## src/design/brb_pkg.sv

```systemverilog
// Shared types and constants for the bit-aligned row blit.
`timescale 1ns / 1ps
`default_nettype none
package brb_pkg;

  localparam int unsigned CfgIndexW = 2;
  localparam int unsigned CfgDataW  = 17;
  localparam int unsigned PosW      = 14;

  localparam logic [CfgIndexW-1:0] CfgBitOffset = 2'd0;
  localparam logic [CfgIndexW-1:0] CfgCopyBits  = 2'd1;

  localparam logic [17:0]     MaxRowBits = 18'd65536;
  localparam logic [PosW-1:0] PosMax     = 14'h3fff;
  localparam logic [7:0]      ByteOnes   = 8'hff;
  localparam logic [3:0]      ByteBits   = 4'd8;

  typedef struct packed {
    logic [7:0]      src;
    logic [7:0]      dst;
    logic [7:0]      prev;
    logic [PosW-1:0] pos;
  } brb_item_t;

  typedef struct packed {
    logic [2:0]          bit_offset;
    logic [CfgDataW-1:0] copy_bits;
  } brb_cfg_t;

endpackage
`default_nettype wire

```

## src/design/brb_track.sv

```systemverilog
// Input stage: tracks the byte position and the previous source byte per beat.
`timescale 1ns / 1ps
`default_nettype none
module brb_track (
  input  wire logic               clk_i,
  input  wire logic               rst_ni,
  input  wire logic               in_valid_i,
  output logic                    in_ready_o,
  input  wire logic [7:0]         src_i,
  input  wire logic [7:0]         dst_i,
  input  wire logic               row_start_i,
  output logic                    item_valid_o,
  input  wire logic               item_ready_i,
  output brb_pkg::brb_item_t      item_o
);

  logic                       valid_q;
  brb_pkg::brb_item_t         item_q, item_d;
  logic [brb_pkg::PosW-1:0]   pos_q, pos_d, pos_cur;
  logic [7:0]                 prev_q;
  logic                       accept;

  assign in_ready_o   = !valid_q || item_ready_i;
  assign accept       = in_valid_i && in_ready_o;
  assign item_valid_o = valid_q;
  assign item_o       = item_q;

  always_comb begin
    pos_cur     = row_start_i ? '0 : pos_q;
    pos_d       = (pos_cur < brb_pkg::PosMax) ? pos_cur + 1'b1 : brb_pkg::PosMax;
    item_d.src  = src_i;
    item_d.dst  = dst_i;
    item_d.prev = prev_q;
    item_d.pos  = pos_cur;
  end

  always_ff @(posedge clk_i or negedge rst_ni) begin
    if (!rst_ni) begin
      valid_q <= 1'b0;
      pos_q   <= '0;
      prev_q  <= '0;
    end else begin
      if (in_ready_o) valid_q <= in_valid_i;
      if (accept) begin
        pos_q  <= pos_d;
        prev_q <= src_i;
      end
    end
  end

  always_ff @(posedge clk_i) begin
    if (accept) item_q <= item_d;
  end

  a_start_restarts: assert property (@(posedge clk_i) disable iff (!rst_ni)
    accept && row_start_i |=> pos_q == 14'd1)
    else $error("row start did not restart position");

  a_prev_follows: assert property (@(posedge clk_i) disable iff (!rst_ni)
    accept |=> prev_q == $past(src_i) && item_q.prev == $past(prev_q))
    else $error("previous source not carried");

  a_stage_holds: assert property (@(posedge clk_i) disable iff (!rst_ni)
    valid_q && !item_ready_i |=> valid_q && $stable(item_q))
    else $error("input stage lost a stalled beat");

endmodule
`default_nettype wire

```

## src/design/brb_merge.sv

```systemverilog
// Merge stage: builds the mask and the shifted source, drives the result register.
`timescale 1ns / 1ps
`default_nettype none
module brb_merge (
  input  wire logic               clk_i,
  input  wire logic               rst_ni,
  input  wire brb_pkg::brb_cfg_t  cfg_i,
  input  wire logic               item_valid_i,
  output logic                    item_ready_o,
  input  wire brb_pkg::brb_item_t item_i,
  output logic                    out_valid_o,
  input  wire logic               out_ready_i,
  output logic [7:0]              out_byte_o,
  output logic                    row_done_o
);

  logic               valid_q;
  logic [7:0]         byte_q, byte_d;
  logic               done_q, done_d;
  logic [17:0]        bits_sat;
  logic [17:0]        total;
  logic [16:0]        base;
  logic signed [18:0] diff;
  logic [3:0]         lo, hi;
  logic               active;
  logic [7:0]         mask;
  logic [15:0]        shifted;
  logic [7:0]         data;

  assign item_ready_o = !valid_q || out_ready_i;
  assign out_valid_o  = valid_q;
  assign out_byte_o   = byte_q;
  assign row_done_o   = done_q;

  always_comb begin
    bits_sat = ({1'b0, cfg_i.copy_bits} > brb_pkg::MaxRowBits) ? brb_pkg::MaxRowBits
                                                                : {1'b0, cfg_i.copy_bits};
    total    = bits_sat + {15'd0, cfg_i.bit_offset};
    base     = {item_i.pos, 3'b000};
    diff     = $signed({1'b0, total}) - $signed({2'b00, base});
    lo       = (item_i.pos == '0) ? {1'b0, cfg_i.bit_offset} : 4'd0;
    hi       = (diff > 19'sd8) ? brb_pkg::ByteBits : diff[3:0];
    active   = (bits_sat != '0) && (diff > $signed({15'd0, lo}));
    mask     = active ? ((brb_pkg::ByteOnes >> lo) & (brb_pkg::ByteOnes << (brb_pkg::ByteBits - hi)))
                      : 8'h00;
    shifted  = {8'h00, item_i.prev} << (brb_pkg::ByteBits - {1'b0, cfg_i.bit_offset});
    data     = shifted[7:0] | (item_i.src >> cfg_i.bit_offset);
    byte_d   = (item_i.dst & ~mask) | (data & mask);
    done_d   = active && (diff <= 19'sd8);
  end

  always_ff @(posedge clk_i or negedge rst_ni) begin
    if (!rst_ni) begin
      valid_q <= 1'b0;
    end else if (item_ready_o) begin
      valid_q <= item_valid_i;
    end
  end

  always_ff @(posedge clk_i) begin
    if (item_ready_o && item_valid_i) begin
      byte_q <= byte_d;
      done_q <= done_d;
    end
  end

  a_out_holds: assert property (@(posedge clk_i) disable iff (!rst_ni)
    valid_q && !out_ready_i |=> valid_q && $stable(byte_q) && $stable(done_q))
    else $error("result lost while stalled");

  a_zero_copy_passes: assert property (@(posedge clk_i) disable iff (!rst_ni)
    item_valid_i && cfg_i.copy_bits == '0 |-> byte_d == item_i.dst && !done_d)
    else $error("zero-length copy touched the destination");

endmodule
`default_nettype wire

```

## src/design/bit_aligned_row_blit_top.sv

```systemverilog
// Top level of the bit-aligned row blit: configuration registers and two stages.
//
// Usage:
//   Slave stream s_axis carries one destination byte and the source byte at
//   the same position per beat; tuser marks the first byte of a row.
//   Master stream m_axis returns the merged byte; tlast flags the last byte
//   the row copy touches.
//   Configuration writes (cfg_valid_i/cfg_ready_o) set bit_offset (index 0)
//   and copy_bits (index 1); cfg_ready_o is always high. Write only while
//   no beat is in flight.
//   Path: each input beat is registered in the position stage, then in the
//   merge stage into the result register. Throughput: one beat per cycle unless stalled.
//   Reset: position and previous source clear, bit_offset = 0, copy_bits = 8,
//   both stages empty.
//   Stall: when m_axis_tready is low the result register holds and the input
//   stage can still take one more beat before s_axis_tready drops.
`timescale 1ns / 1ps
`default_nettype none
module bit_aligned_row_blit_top (
  input  wire logic                          clk_i,
  input  wire logic                          rst_ni,
  input  wire logic                          s_axis_tvalid,
  output logic                               s_axis_tready,
  input  wire logic [15:0]                   s_axis_tdata,  // src_byte[7:0], dst_byte[15:8]
  input  wire logic                          s_axis_tuser,  // row_start
  output logic                               m_axis_tvalid,
  input  wire logic                          m_axis_tready,
  output logic [7:0]                         m_axis_tdata,  // out_byte[7:0]
  output logic                               m_axis_tlast,
  input  wire logic                          cfg_valid_i,
  output logic                               cfg_ready_o,
  input  wire logic [brb_pkg::CfgIndexW-1:0] cfg_index_i,
  input  wire logic [brb_pkg::CfgDataW-1:0]  cfg_data_i
);

  brb_pkg::brb_cfg_t  cfg_q;
  brb_pkg::brb_item_t item;
  logic               item_valid;
  logic               item_ready;

  assign cfg_ready_o = 1'b1;

  always_ff @(posedge clk_i or negedge rst_ni) begin
    if (!rst_ni) begin
      cfg_q.bit_offset <= 3'd0;
      cfg_q.copy_bits  <= 17'd8;
    end else if (cfg_valid_i) begin
      unique case (cfg_index_i)
        brb_pkg::CfgBitOffset: cfg_q.bit_offset <= cfg_data_i[2:0];
        brb_pkg::CfgCopyBits:  cfg_q.copy_bits  <= cfg_data_i;
        default: ;
      endcase
    end
  end

  brb_track u_track (
    .clk_i        (clk_i),
    .rst_ni       (rst_ni),
    .in_valid_i   (s_axis_tvalid),
    .in_ready_o   (s_axis_tready),
    .src_i        (s_axis_tdata[7:0]),
    .dst_i        (s_axis_tdata[15:8]),
    .row_start_i  (s_axis_tuser),
    .item_valid_o (item_valid),
    .item_ready_i (item_ready),
    .item_o       (item)
  );

  brb_merge u_merge (
    .clk_i        (clk_i),
    .rst_ni       (rst_ni),
    .cfg_i        (cfg_q),
    .item_valid_i (item_valid),
    .item_ready_o (item_ready),
    .item_i       (item),
    .out_valid_o  (m_axis_tvalid),
    .out_ready_i  (m_axis_tready),
    .out_byte_o   (m_axis_tdata),
    .row_done_o   (m_axis_tlast)
  );

endmodule
`default_nettype wire

```

## config.mk

```make
export PLATFORM = sky130hd
export DESIGN_NAME = bit_aligned_row_blit_top
export DESIGN_NICKNAME = d
export VERILOG_FILES = /design/src/design/brb_pkg.sv /design/src/design/brb_track.sv /design/src/design/brb_merge.sv /design/src/design/bit_aligned_row_blit_top.sv
export SDC_FILE = /design/constraint.sdc
export NUM_CORES = 1
export LEC_CHECK = 0
export BUFFER_PORTS_ARGS = -buffer_cell sky130_fd_sc_hd__buf_2
export CAP_MARGIN = 5
export CORE_ASPECT_RATIO = 2
export CORE_MARGIN = 8
export CORE_UTILIZATION = 50
export CTS_CLUSTER_DIAMETER = 200
export CTS_CLUSTER_SIZE = 24
export DETAILED_ROUTE_END_ITERATION = 8
export GPL_TIMING_DRIVEN = 1
export PLACE_DENSITY = 0.71
export REMOVE_ABC_BUFFERS = 1
export SYNTH_ARGS = -nofsm -noshare
export SYNTH_HDL_FRONTEND = slang
export SYNTH_SLANG_ARGS = --single-unit
```

## constraint.sdc

```tcl
create_clock -name clk_i -period 8.45 [get_ports clk_i]
set_clock_uncertainty 0.2 [all_clocks]
set_input_delay 1.69 -clock clk_i [delete_from_list [all_inputs] [get_ports clk_i]]
set_output_delay 1.69 -clock clk_i [all_outputs]
set_load 0.05 [all_outputs]
```

==> results.py, run 1 <==
metrics = {
    "clock_network": {
        "insertion_delay_ns": 0.34,
        "h-tree-depth": 3,
        "cts_tree": "done",
        "clk_path_buf_depth": 2,
        "cts_buffers": 9,
        "cts_sinks": 91,
        "cts.clk_slew.worst_paths_ns": 0.07,
        "cts_setup_buffers": 0,
        "cts_resized": 0,
        "ctsRootBufferMaster": "clkbuf_16",
        "ctsHoldBuffers": 0,
    },
    "sta": {
        "period_minus_slack_ns": 6.54,
        "hold_ws_ns": 0.247,
        "relSlewSlack_pct": 29.9,
        "fin_setup_tns_ns": 0,
        "slew_violations": 0,
        "hold_viol": 0,
        "rsz0062_at_grt": "false",
        "setup_viol": 0,
        "fmax_mhz": 153,
        "period_share_pct": 77.3,
        "tightest_slew_ns": 1.05,
    },
    "grt": {
        "grt_max_degree": 53,
        "grt.total_usage_pct": 17.6,
        "grt_pass1_vias": 4405,
        "grt_pass1_wl_mm": 21.0,
        "grt_overflow": 0,
        "antenna_found_initial": 0,
    },
    "floorplanning": {
        "coreArea_um2": 10900,
        "die_h_um": 165,
        "die_area_um2": 15000,
        "pin_count": 53,
        "rows": 54,
        "initial_utilization_pct": 51.2,
        "die_width_um": 90.6,
    },
    "hold_path": {
        "worstHoldPathCells": 0,
        "min_from": "u_track.prev_q[6]",
        "hold_end": "u_track.item_o[20]",
        "worstHoldPathType": "flip-flop to flip-flop",
    },
    "yosys": {
        "synth_edf_count": 47,
        "yosys.area_share.adder_pct": 6.56,
        "synthSimpleGateAreaFrac_pct": 18.2,
        "synth.distinct_cells": 65,
        "synth_seq_cells": 91,
        "ys_async_sr_fraction_pct": 48.4,
        "synth_flop_cell": "edfxtp_1",
        "synth_xor_area_share_pct": 2.83,
        "synth-compound-area-share_pct": 14.5,
        "synth_top_family_by_area": "simple AND/OR/NAND/NOR gates",
        "netlist_area_um2": 5570,
        "ys_seq_area_share_pct": 45.1,
        "synthCells": 558,
        "yosysWarnings": 0,
        "synthMuxAreaShare_pct": 8.72,
        "syn_avg_cell_area_um2": 9.98,
    },
    "placed_design": {
        "io_buffers": 51,
        "place_congestion": 0.965,
        "dpl.hpwl_mm": 10.2,
    },
    "worst_setup_path": {
        "cp_data_arrival_time_ns": 6.42,
        "worstPathMaxFanout": 9,
        "cp-start-kind": "flip-flop",
        "required_ns": 8.34,
        "reg2reg_setup_slack_ns": 1.91,
        "cp_slowest_cell": "nor4_1",
        "r2r_start": "cfg_q[11]",
        "r2r_cells": 26,
        "critPathCaptureType": "flip-flop",
        "critPathKind": "flip-flop to flip-flop",
        "cp_slowest_stage_delay_ns": 0.50,
        "path_buf_inv": 2,
        "cpLargestDelayFamily": "simple AND/OR/NAND/NOR gates",
        "r2r_end": "u_merge.out_byte_o[5]",
    },
    "route": {
        "drc": 0,
        "via_count": 4264,
        "first_pass_iters": 4,
        "drtIter0Drc": 126,
        "totalWireLength_mm": 13.0,
        "ant_nets": 0,
        "via_per_inst": 5.69,
        "avgRoutedWirePerCell_um": 17.3,
    },
    "cells_and_area": {
        "layout.nets": 673,
        "area_delta_synth_final_pct": 11.8,
        "final_cell_mix": "nand2_1, buf_2, edfxtp_1",
        "layout_commonest_cell": "nand2_1",
        "drive_above_1_share_pct": 17.7,
        "fillers": 948,
        "antennaDiodeCount": 0,
    },
    "pwr": {
        "power.density_nw_per_um2": 248,
        "p_int_w": 0.000995,
        "p_sw_w": 0.000550,
        "power_frac_seq_pct": 38.7,
        "clockPowerShare_pct": 26.2,
        "ir_drop_mv": 0.161,
        "p_comb_share_pct": 35.2,
        "p_leak_nw": 2.66,
        "swShare_pct": 35.6,
    },
    "status": {
        "status": "finished, final reports clean",
    },
    "job": {
        "drv_cap": 0,
    },
}
[power groups by stage]
stage	Clock [W]	Combinational (W)	Sequential [W]
after global routing	0.000426	0.000605	0.000605
after detailed placement	0	0.000543	0.000606
after global placement	0	0.000528	0.000603
after CTS	0.000413	0.000546	0.000597
after floorplan	0	0.000393	0.000614
final	0.000405	0.000543	0.000597
[synth_stat cells (all sizes together) (2+ instances only)]
cell / count / area share (%)
nand2: 72 / 4.9
edfxtp: 47 / 25
dfrtp: 43 / 19
nor2: 38 / 2.6
inv: 37 / 2.5
a21oi: 33 / 3.0
o21ai: 32 / 3.0
mux2: 28 / 5.9
ha: 26 / 5.8
nand3: 18 / 1.6
nor2b: 15 / 1.7
clkbuf: 13 / 0.88
mux2i: 11 / 2.0
nand2b: 11 / 1.2
and3: 10 / 1.1
nor3: 10 / 0.90
xnor2: 10 / 1.6
nor4: 8 / 0.90
o22a: 8 / 1.3
xor2: 8 / 1.3
a31oi: 6 / 0.67
o21a: 6 / 0.81
a21o: 5 / 0.67
and2: 5 / 0.56
nor3b: 5 / 0.76
buf: 4 / 0.61
o221ai: 4 / 0.63
or3: 3 / 0.34
a211oi: 2 / 0.45
a21boi: 2 / 0.27
a31o: 2 / 0.31
a41oi: 2 / 0.31
fa: 2 / 0.72
mux4: 2 / 0.81
nand3b: 2 / 0.27
nand4: 2 / 0.22
nor4b: 2 / 0.43
o2111ai: 2 / 0.31
o211a: 2 / 0.36
o211ai: 2 / 0.27
o21bai: 2 / 0.34
o22ai: 2 / 0.22
o31ai: 2 / 0.27
[per-layer routing]
metal | part of all wire, % | vias up | track usage (%)
met5 | 0 | - | 0
met4 | 2.4 | 0 | 8.62
met3 | 2.8 | 25 | 2.54
met2 | 57 | 96 | 33.8
met1 | 38 | 2054 | 18.1
li1 | - | 2089 | -
[how the worst max path moves through the flow]
stage              start                     to  slack (ns)  cells past startpoint
2_1_floorplan  cfg_q[12]  u_merge.out_byte_o[5]        2.92                     26
3_3_place_gp   cfg_q[12]  u_merge.out_byte_o[1]        2.11                     25
3_5_place_dp   cfg_q[12]  u_merge.out_byte_o[1]        1.92                     24
4_1_cts        cfg_q[11]  u_merge.out_byte_o[5]        1.86                     26
5_1_grt        cfg_q[12]  u_merge.out_byte_o[5]        1.35                     28
6_report       cfg_q[11]  u_merge.out_byte_o[5]        1.91                     26
[kinds of logic after synthesis]
kind of cell    count (synthesis)
compound gates                120
xor+xnor                       18
fa+ha+maj                      28
buf+inv                        54
flops                          91
mux                            41
other cells                     1
simple gates                  205
[cell type report]
| type | instances | area (um^2) | area share (%) |
|---|---|---|---|
| clock buffers | 9 | 225 | 3.62 |
| clock inverters | 7 | 76.3 | 1.23 |
| inverters | 37 | 139 | 2.23 |
| multi-input cells | 413 | 2830 | 45.5 |
| flip-flops and latches | 91 | 2510 | 40.4 |
| well taps | 140 | 175 | 2.81 |
| repair buffers | 52 | 263 | 4.22 |
[state kept, by name, indices dropped and copies added, names as in the netlist]
signal and count:
cfg_q 20, u_merge.out_byte_o 8, u_merge.out_valid_o 1, u_merge.row_done_o 1, u_track.item_o 38, u_track.item_valid_o 1, u_track.pos_q 14, u_track.prev_q 8
[stage by stage]
| stage | instances | setup WS [ns] | power [W] | instance area, um^2 | util, % |
|---|---|---|---|---|---|
| after floorplan | 541 | 2.92 | 0.00101 | 5490 | - |
| after global placement | 733 | 2.11 | 0.00113 | 5920 | 54.5 |
| after detailed placement | 733 | 1.92 | 0.00115 | 5920 | 54.5 |
| after CTS | 749 | 1.86 | 0.00156 | 6220 | 57.2 |
| after global routing | 749 | 1.35 | 0.00164 | 6220 | 57.2 |
| final | 749 | 1.91 | 0.00155 | 6220 | 57.2 |
Note: power is estimated with default switching activity, not from simulation.
==> run 2, diff against run 1 <==
==> constraint.sdc (replaced) <==
create_clock -name clk_i -period 6.6 [get_ports clk_i]
set_clock_uncertainty 0.2 [all_clocks]
set_input_delay 1.32 -clock clk_i [delete_from_list [all_inputs] [get_ports clk_i]]
set_output_delay 1.32 -clock clk_i [all_outputs]
set_load 0.05 [all_outputs]
==> run 2 against run 1 <==
Core utilization grew 1.0 points; global-route usage grew 0.31 points; critical path depth is the same; largest cell class unchanged; worst hold slack gained 0.0065 ns; non-clock buffer count grew 3; combinational power grew 32%; clock power grew 47%; via count grew 2.3%; cell count grew 0.40%; design area grew 1.8%.
==> results.py, run 2 (synthesis gave the netlist of run 1 again) <==
metrics = {
    "status": {
        "status": "finished, final reports clean",
    },
    "floorplanning": {
        "coreArea_um2": 10900,
        "rows": 54,
        "pin_count": 53,
        "initial_utilization_pct": 51.2,
        "die_h_um": 165,
        "die_area_um2": 15000,
        "die_width_um": 90.6,
    },
    "sta": {
        "slew_violations": 0,
        "hold_viol": 0,
        "setup_viol": 0,
        "period_share_pct": 93.3,
        "period_minus_slack_ns": 6.16,
        "fin_setup_tns_ns": 0,
        "tightest_slew_ns": 1.05,
        "fmax_mhz": 162,
        "hold_ws_ns": 0.254,
        "relSlewSlack_pct": 30.0,
        "rsz0062_at_grt": "false",
    },
    "route": {
        "drc": 0,
        "ant_nets": 0,
        "first_pass_iters": 4,
        "totalWireLength_mm": 13.3,
        "drtIter0Drc": 210,
        "avgRoutedWirePerCell_um": 17.7,
        "via_count": 4360,
        "via_per_inst": 5.80,
    },
    "grt": {
        "met1_usage_pct": 17.8,
        "use_met2_pct": 35.1,
        "grt.total_usage_pct": 17.9,
        "grt_pass1_wl_mm": 21.4,
        "use_met3_pct": 2.63,
        "grt_overflow": 0,
        "grt_max_degree": 53,
        "antenna_found_initial": 0,
        "top_usage_layer": "met2",
        "grt_pass1_vias": 4438,
    },
    "cells_and_area": {
        "drive_above_1_share_pct": 19.0,
        "layout_commonest_cell": "nand2_1",
        "layout.nets": 676,
        "area_delta_synth_final_pct": 13.8,
        "final_cell_mix": "nand2_1, buf_2, edfxtp_1",
        "largest_reg_flops": 38,
        "fillers": 973,
        "multi_input_area_um2": 2880,
        "register_area_um2": 2510,
        "antennaDiodeCount": 0,
    },
    "worst_setup_path": {
        "required_ns": 6.49,
        "cp_data_arrival_time_ns": 6.05,
        "cp-start-kind": "flip-flop",
        "worstPathMaxFanout": 9,
        "critPathCaptureType": "flip-flop",
        "critPathKind": "flip-flop to flip-flop",
        "crit_start": "cfg_q[12]",
        "r2r_start": "cfg_q[12]",
    },
    "pwr": {
        "p_sw_w": 0.000715,
        "p_leak_nw": 2.71,
        "power_frac_seq_pct": 36.6,
        "clockPowerShare_pct": 28.7,
        "ir_drop_mv": 0.237,
        "p_comb_share_pct": 34.7,
        "power.density_nw_per_um2": 327,
        "power_w": 0.00207,
        "swShare_pct": 34.5,
        "p_int_w": 0.00136,
    },
    "hold_path": {
        "min_from": "u_track.prev_q[7]",
        "worstHoldPathType": "flip-flop to flip-flop",
    },
    "job": {
        "drv_cap": 0,
    },
    "placed_design": {
        "io_buffers": 51,
        "place_congestion": 0.969,
        "dpl.hpwl_mm": 10.3,
    },
    "clock_network": {
        "cts_buffers": 9,
        "cts_sinks": 91,
        "cts.clk_slew.worst_paths_ns": 0.07,
        "ctsRootBufferMaster": "clkbuf_16",
        "cts_tree": "done",
        "h-tree-depth": 3,
        "clk_path_buf_depth": 2,
        "insertion_delay_ns": 0.34,
    },
}
-- run 2: stage by stage --
step                std cells  setup slack (ns)  area [um^2]  util, %
floorplan                 541              1.07         5490        -
global placement          735             0.250         5940     54.6
detailed placement        735             0.124         5940     54.6
CTS                       751            0.0673         6290     57.8
global route              752            0.0632         6340     58.2
finish                    752             0.440         6340     58.2
-- run 2: area by class of cell --
| type | count | share of cell area [%] |
|---|---|---|
| multi-input combinational | 413 | 45.4 |
| sequential | 91 | 39.7 |
| timing repair buffer | 55 | 4.50 |
| clock buffer | 9 | 3.55 |
| tap | 140 | 2.76 |
| inverter | 37 | 2.19 |
| clock inverter | 7 | 1.94 |
-- run 2: final timing paths --
check	endpoint	cells after the start	slack [ns]
min in group asynchronous	u_track.item_valid_o	1	0.95
worst min register to register	u_track.item_o[21]	0	0.25
worst max register to register	u_merge.out_byte_o[5]	26	0.44
worst min-delay path	u_track.item_o[21]	0	0.25
max in group asynchronous	cfg_q[13]	1	4.58
worst max-delay path	u_merge.out_byte_o[5]	26	0.44
-- run 2: power by group through the flow --
stage / sequential [W] / clock (W) / combinational (W)
2_1_floorplan: 0.000786 / 0 / 0.000504
3_3_place_gp: 0.000760 / 0 / 0.000690
3_5_place_dp: 0.000764 / 0 / 0.000710
4_1_cts: 0.000754 / 0.000606 / 0.000714
5_1_grt: 0.000769 / 0.000626 / 0.000791
6_report: 0.000759 / 0.000595 / 0.000718
-- run 2: routing by layer --
layer / routed length [um] / up-vias
met5: 0 / -
met4: 352 / 0
met3: 347 / 26
met2: 7590 / 77
met1: 5050 / 2154
li1: - / 2103
-- run 2: critical path: stages (launching register included) --
cell and delay [ns]:
dfrtp_1 0.47, nor4_4 0.32, nand4_1 0.17, nand2_2 0.14, nand2_1 0.11, fa_1 0.43
inv_1 0.07, a21o_1 0.15, nor3b_4 0.25, and4b_2 0.31, xnor2_1 0.09, ha_1 0.38
and3_1 0.23, and3_1 0.19, a211oi_2 0.23, xnor2_1 0.08, nor2_1 0.11, o2111ai_1 0.17
nor2_1 0.19, a31o_2 0.20, nand2_1 0.08, ha_1 0.20, ha_1 0.36, inv_1 0.10
o221ai_1 0.13, nor3_1 0.22, mux2_4 0.32
-- run 2: what timing repair did --
| item | in CTS | in global routing |
|---|---|---|
| gates resized for setup | 0 | 8 |
| hold buffers | 0 | 0 |
| setup endpoints to repair | 0 | 5 |
| buffers inserted | 0 | 1 |
